===== src/rtl/mgr3d_pkg.sv =====
// ----------------------------------------------------------------------------
// mgr3d_pkg
// Shared types and constants for the periodic 3-D restriction block.
// ----------------------------------------------------------------------------
package mgr3d_pkg;

  localparam int MAX_FINE   = 32;
  localparam int MAX_EVEN   = MAX_FINE - (MAX_FINE % 2);
  localparam int STORE_DEPTH = MAX_FINE * MAX_FINE * MAX_FINE;
  localparam int ADDR_W     = $clog2(STORE_DEPTH);
  localparam int FIDX_W     = $clog2(MAX_FINE);
  localparam int N_W        = $clog2(MAX_FINE + 1);
  localparam int NN_W       = $clog2(MAX_FINE * MAX_FINE + 1);
  localparam int PROD_W     = FIDX_W + NN_W + 1;

  localparam int SAMPLE_W   = 32;
  localparam int ACC_W      = SAMPLE_W + 7;
  localparam int FS_W       = 6;
  localparam int CFG_IDX_W  = 4;
  localparam int CFG_DATA_W = 32;
  localparam int Q_DEPTH    = 2;
  localparam int Q_PTR_W    = $clog2(Q_DEPTH);
  localparam int Q_CNT_W    = $clog2(Q_DEPTH + 1);

  localparam logic [CFG_IDX_W-1:0] CFG_FINE_SIZE   = CFG_IDX_W'(0);
  localparam logic [CFG_IDX_W-1:0] CFG_WEIGHT_MODE = CFG_IDX_W'(1);
  localparam logic [FS_W-1:0]      FS_RESET        = FS_W'(32);

  localparam int SH_AVG  = 3;
  localparam int SH_FULL = 6;

  // neighbor offset codes along one axis
  localparam logic [1:0] OFS_NEG = 2'd0;
  localparam logic [1:0] OFS_MID = 2'd1;
  localparam logic [1:0] OFS_POS = 2'd2;

  typedef enum logic {
    REQ_LOAD = 1'b0,
    REQ_EMIT = 1'b1
  } req_kind_t;

  typedef enum logic [1:0] {
    BK_IDLE,
    BK_ISSUE,
    BK_DRAIN
  } bk_state_t;

  typedef struct packed {
    logic               req_type;
    logic signed [SAMPLE_W-1:0] fine_sample;
  } in_item_t;

  typedef struct packed {
    logic signed [SAMPLE_W-1:0] coarse_value;
    logic               last_of_grid;
  } out_item_t;

  typedef struct packed {
    req_kind_t          kind;
    logic signed [SAMPLE_W-1:0] sample;
  } cmd_t;

  typedef struct packed {
    logic                  en;
    logic [CFG_IDX_W-1:0]  index;
    logic [CFG_DATA_W-1:0] data;
  } cfg_wr_t;

  // fine index of one neighbor, wrapping periodically
  function automatic logic [FIDX_W-1:0] nbr_idx(input logic [FIDX_W-1:0] base,
                                                input logic [1:0] code,
                                                input logic [N_W-1:0] n);
    logic [FIDX_W-1:0] r;
    case (code)
      OFS_NEG: r = (base == '0) ? FIDX_W'(n - N_W'(1)) : base - FIDX_W'(1);
      OFS_POS: r = base + FIDX_W'(1);
      default: r = base;
    endcase
    return r;
  endfunction

endpackage


===== src/rtl/mgr3d_front.sv =====
// ----------------------------------------------------------------------------
// mgr3d_front
// Accepts input beats, classifies them and queues them for the back end.
// ----------------------------------------------------------------------------
module mgr3d_front import mgr3d_pkg::*; (
  input  logic     clk,
  input  logic     rst_n,
  input  logic     in_valid,
  output logic     in_stall,
  input  in_item_t in_data,
  output logic     q_valid,
  output cmd_t     q_cmd,
  input  logic     q_pop
);

  cmd_t               slot_r [Q_DEPTH];
  logic [Q_PTR_W-1:0] wr_ptr_r, wr_ptr_nxt;
  logic [Q_PTR_W-1:0] rd_ptr_r, rd_ptr_nxt;
  logic [Q_CNT_W-1:0] cnt_r, cnt_nxt;
  logic               push;
  logic               pop;
  cmd_t               cmd_in;

  assign in_stall = (cnt_r == Q_CNT_W'(Q_DEPTH));
  assign push     = in_valid && !in_stall;
  assign q_valid  = (cnt_r != '0);
  assign pop      = q_pop && q_valid;
  assign q_cmd    = slot_r[rd_ptr_r];

  always_comb begin
    cmd_in.kind   = in_data.req_type ? REQ_EMIT : REQ_LOAD;
    cmd_in.sample = in_data.fine_sample;
  end

  always_comb begin
    wr_ptr_nxt = wr_ptr_r;
    rd_ptr_nxt = rd_ptr_r;
    cnt_nxt    = cnt_r;
    if (push) begin
      wr_ptr_nxt = (wr_ptr_r == Q_PTR_W'(Q_DEPTH - 1)) ? '0 : wr_ptr_r + Q_PTR_W'(1);
    end
    if (pop) begin
      rd_ptr_nxt = (rd_ptr_r == Q_PTR_W'(Q_DEPTH - 1)) ? '0 : rd_ptr_r + Q_PTR_W'(1);
    end
    if (push && !pop) begin
      cnt_nxt = cnt_r + Q_CNT_W'(1);
    end else if (pop && !push) begin
      cnt_nxt = cnt_r - Q_CNT_W'(1);
    end
  end

  always_ff @(posedge clk) begin
    if (!rst_n) begin
      wr_ptr_r <= '0;
      rd_ptr_r <= '0;
      cnt_r    <= '0;
    end else begin
      wr_ptr_r <= wr_ptr_nxt;
      rd_ptr_r <= rd_ptr_nxt;
      cnt_r    <= cnt_nxt;
    end
  end

  always_ff @(posedge clk) begin
    if (push) begin
      slot_r[wr_ptr_r] <= cmd_in;
    end
  end

endmodule


===== config.mk =====
export PLATFORM = sky130hd
export DESIGN_NAME = mgr3d_front
export DESIGN_NICKNAME = d
export VERILOG_FILES = /design/src/rtl/mgr3d_pkg.sv /design/src/rtl/mgr3d_front.sv
export SDC_FILE = /design/constraint.sdc
export NUM_CORES = 1
export LEC_CHECK = 0
export ABC_AREA = 1
export BUFFER_PORTS_ARGS = -buffer_cell sky130_fd_sc_hd__buf_4
export CORE_ASPECT_RATIO = 0.7
export CORE_MARGIN = 3
export CORE_UTILIZATION = 52
export CTS_CLUSTER_SIZE = 8
export DETAILED_ROUTE_END_ITERATION = 8
export PLACE_DENSITY = 0.79
export SLEW_MARGIN = 20
export SYNTH_ARGS = -nofsm -noshare
export SYNTH_HDL_FRONTEND = slang
export SYNTH_SLANG_ARGS = --single-unit

===== constraint.sdc =====
create_clock -name clk -period 2.9 [get_ports clk]
set_input_delay 0.725 -clock clk [delete_from_list [all_inputs] [get_ports clk]]
set_output_delay 0.725 -clock clk [all_outputs]
set_load 0.1 [all_outputs]

Word level (Yosys, flattened, before mapping)
Memories as Yosys holds them, arrays and structs flattened. A register that Yosys moved wholly into a read port is not among the register bits. Index checks and enable logic that the tools add are counted.

$add $sub $neg: 4. Equality and inequality tests: 1. Multiplexer cells: 9. Reductions and logical operators: 9.

Operator list (number): two-way mux 1 bit (7); logical AND 1 bit (4); two-way mux 2 bit (2); nonzero test 2 bit (2); logical NOT 1 bit (3); adder 1 bit (second input constant) (2); adder 2 x 1 -> 2 bit (second input constant) (1); == test 2 bit (second input constant) (1); subtractor 2 x 1 -> 2 bit (second input constant) (1).

Flip-flop bits (word level): 4. RAM bits: 66. Bits of input ports: 37. Output and inout bits: 35. Word-level logic and storage cells: 27. Memories: 1.

Memories: slot_r (depth 2, width 33, rd ports 1, clocked after Yosys merged registers in 1, write ports 1, RTL line mgr3d_front.sv:16) `cmd_t slot_r [Q_DEPTH];`.

Depth between registers and ports, before layout
Depth after elaboration: 7. Depth in mapped cells: 10. Gate-level depth less buffers: 10.

Least setup slack after synthesis
OpenSTA, ideal clock, no wires.

Kind: input to register. From: input port in_valid. To: memory slot_r[1][0] (netlist name), enable pin. Setup time: 423 ps. Arrival time: 2187 ps. Data required time: 2477 ps. Setup slack: 290 ps. Stages on the path: 2. Path buffers: 0. Cells stage by stage: o21ai_2 nor2_1.

Cells in the longest elaborated chain, start to end: 3.

Ends and longest elaborated chain: start, declared (RTL line mgr3d_front.sv:8) `input logic in_valid,`; logical AND 1 bit (RTL line mgr3d_front.sv:25) `assign push = in_valid && !in_stall;`; two-way mux 1 bit (RTL line mgr3d_front.sv:65) `if (push) begin`; two-way mux 1 bit (implied by the code) (RTL line mgr3d_front.sv:66) `slot_r[wr_ptr_r] <= cmd_in;`; end, declared (RTL line mgr3d_front.sv:16).

Every way passes these cells.

==> metrics.md <==
| Metric | Value |
|---|---|
| EDFF count, synth | 66 |
| Synth Cell Area | 0.00278 sq mm |
| Layout Nets | 260 |
| HPWL Detailed | 3.46 mm |
| Routed length per instance | 16.0 um |
| Starting density of the core | 56.0% |
| Core area | 0.00497 sq mm |
| Slew HR | 71.5% |
| Die ar. | 0.00628 sq mm |
| Post-synth top cells | 66 x edfxtp_1, 30 x mux2_4, 9 x nor2_1 |
| Clk pin slew, worst setup/hold paths | 0.07 ns |
| N_diodes | 0 |
| Most common cell in the netlist | edfxtp_1 |
| Worst Hold Slack | 0.520 ns |
| R2r worst-path depth | 9 |
| 1st-iter DRT viols | 37 |
| Root buffer cell | clkbuf_8 |
| Largest net degree at the start of global routing | 28 |
| Post-synth top area cell | edfxtp_1 |
| Power density over the cells | 1090 mW/mm^2 |
| Share of flip-flops with an asynchronous set or reset | 0% |
| Leakage Power | 1.42 nW |
| Pre-antenna DRT Iters | 4 |
| CTS tree | built |
| Hold Crit Depth | 2 |
| Clk buf depth | 2 |
| Top cells by area, synth | edfxtp_1 71%, mux2_4 16%, dfxtp_1 3.6%, buf_12 2.2%, nor2_1 1.2% |
| Max-cap violations | 0 |
| Via count | 1443 |
| First-pass GRT wire length | 7.28 mm |
| Final worst path period need | 2.47 ns |
| Grt ovf | 0 |
| Die extent in x | 93.4 um |
| Final hold viol count | 0 |
| Area Overhead vs Synth | 27.4% |
| Vert. Die Dim | 67.2 um |
| Hold-fix buffers, CTS | 0 |
| Layout Skew | 0.00525 ns |
| Critical path endpoint category | output port |
| RSZ-0062 raised after global routing | no |
| Mapped Nets | 178 |
| H-tree depth | 3 |
| Initial antenna violation count | 0 |
| Top FF cell, synth | edfxtp_1 |
| CTS Sinks | 71 |
| Input/output buffers | 71 |
| Inserted Clock Buffers | 9 |
| Worst-Skew Late Latency | 0.33 ns |
| Vias in the first global route | 1511 |
| Status | finished, final reports clean |
| Crit path max fanout | 13 |
| FP Rows | 21 |
| CP Launch Type | flip-flop |
| Netlist cell types | 16 |
| Ys Warns | 0 |
| GP Congestion | 0.678 |
| CP arrival | 1.75 ns |
| Crit path required time | 2.17 ns |
| Cells after synthesis | 140 |
| Worst Path Class, Setup | flip-flop to output port |
| Overall Power | 3.86 mW |
| Slew @ Worst Pin | 0.426 ns |
| DRC | 0 |
| Total I/O pin count | 72 |
| Non-Filler Instances | 296 |
| Post-CTS sizing | 0 |
| Placed cells | 280 |
| Sum of negative setup slack | 0 ns |
| Via density | 4.88 |
| Share of the synthesized area in the top cell type | 71.2% |
| #FFs+latches synth | 71 |
| Average size of a mapped cell | 19.9 sq um |
| Post-Route WL | 4.74 mm |
| GRT Overall Usage | 16.2% |
| Setup-failing EPs final | 0 |
| Worst hold path type | flip-flop to flip-flop |
| Post-CTS Setup Inserts | 0 |
| Layout cells sized above 1 | 54.6% |
| Pins Over Slew Limit | 0 |
| Max Freq | 0.404 GHz |
| Final period utilization | 85.3% |
| Sequential fraction of the synthesis area | 74.8% |
| Post-route ant nets | 0 |
| Peak VDD IR | 0.902 mV |
## layout make-up
cell class | count | area (sq um)
Multi-Input combinational cell | 57 | 614
Fill cell | 307 | 1420
Timing Repair Buffer | 75 | 576
Clock inverter | 5 | 25.0
Sequential cell | 71 | 2080
Clock buffer | 11 | 131
Tap cell | 69 | 86.3
Inverter | 8 | 30.0
## critical path, stage by stage, from the launching register on
cell	delay [ns]
dfxtp_2	0.59
buf_4	0.28
mux2_4	0.32
buf_4	0.23
## registers in the layout, summed over array words and instances, names as in the netlist, named ones only
register	cells
slot_r	66
wr_ptr_r	1
rd_ptr_r	1
cnt_r	2
## cell families after synthesis
kind of cell | synth area share [%]
DFF | 74.8
muxes | 17.4
and+or+nand+nor | 2.56
buffers and inverters | 3.64
AOI/OAI and AO/OA | 1.12
adders and majority gates | 0.450
## stage by stage
| stage | cell area (sq um) | worst slack (ns) | util (%) |
|---|---|---|---|
| detailed placement | 3390 | 0.756 | 68.3 |
| floorplan | 2780 | 0.290 | - |
| global placement | 3390 | 0.793 | 68.3 |
| CTS | 3550 | 0.392 | 71.4 |
| global route | 3550 | 0.345 | 71.4 |
| finish | 3550 | 0.426 | 71.4 |
## power breakdown
group | leakage [nW] | switching, mW | internal [mW] | total (mW)
clock network | 0.0782 | 0.319 | 0.302 | 0.620
registers | 0.657 | 0.0754 | 1.30 | 1.37
logic | 0.683 | 1.38 | 0.482 | 1.87
total | 1.42 | 1.78 | 2.08 | 3.86
## final timing paths
path                                         endpoint  slack [ns]                  start
worst max-delay path                        q_cmd[15]        0.43              flip-flop
worst min-delay path            rd_ptr_r$_SDFFE_PN0P_        0.52  rd_ptr_r$_SDFFE_PN0P_
worst max register to register  cnt_r[1]$_SDFFE_PN0P_        1.26  cnt_r[1]$_SDFFE_PN0P_
worst min register to register  rd_ptr_r$_SDFFE_PN0P_        0.52  rd_ptr_r$_SDFFE_PN0P_
## placed cells by master (no fill, tap or decap)
cell type   Yosys  layout
dfxtp_2         0       1
nor2_4          0       2
clkbuf_8        0       9
clkbuf_1        0       2
dfxtp_1         5       4
mux2_2          3       3
mux2_4         30      30
a21oi_1         1       1
nand2_1         7       7
buf_12          3       1
o21ai_0         2       2
o21a_1          1       1
o21ai_2         1       1
nand3_1         1       1
edfxtp_1       66      66
buf_4           0      74
nor2_1          9       7
inv_1           8       8
clkinv_1        0       2
clkinvlp_4      0       1
nand4_1         1       1
clkinv_2        0       2
ha_1            1       1
## layer usage
metal | vias up | part of all wire (%) | track usage (%) | wire length (um)
met2 | 57 | 50 | 28.3 | 2390
met3 | 9 | 8.6 | 6.79 | 408
li1 | 693 | - | - | -
met5 | - | 0 | 0 | 0
met4 | 0 | 1.6 | 6.40 | 77
met1 | 684 | 39 | 17.9 | 1870
Power figures use the tool's default switching activity.
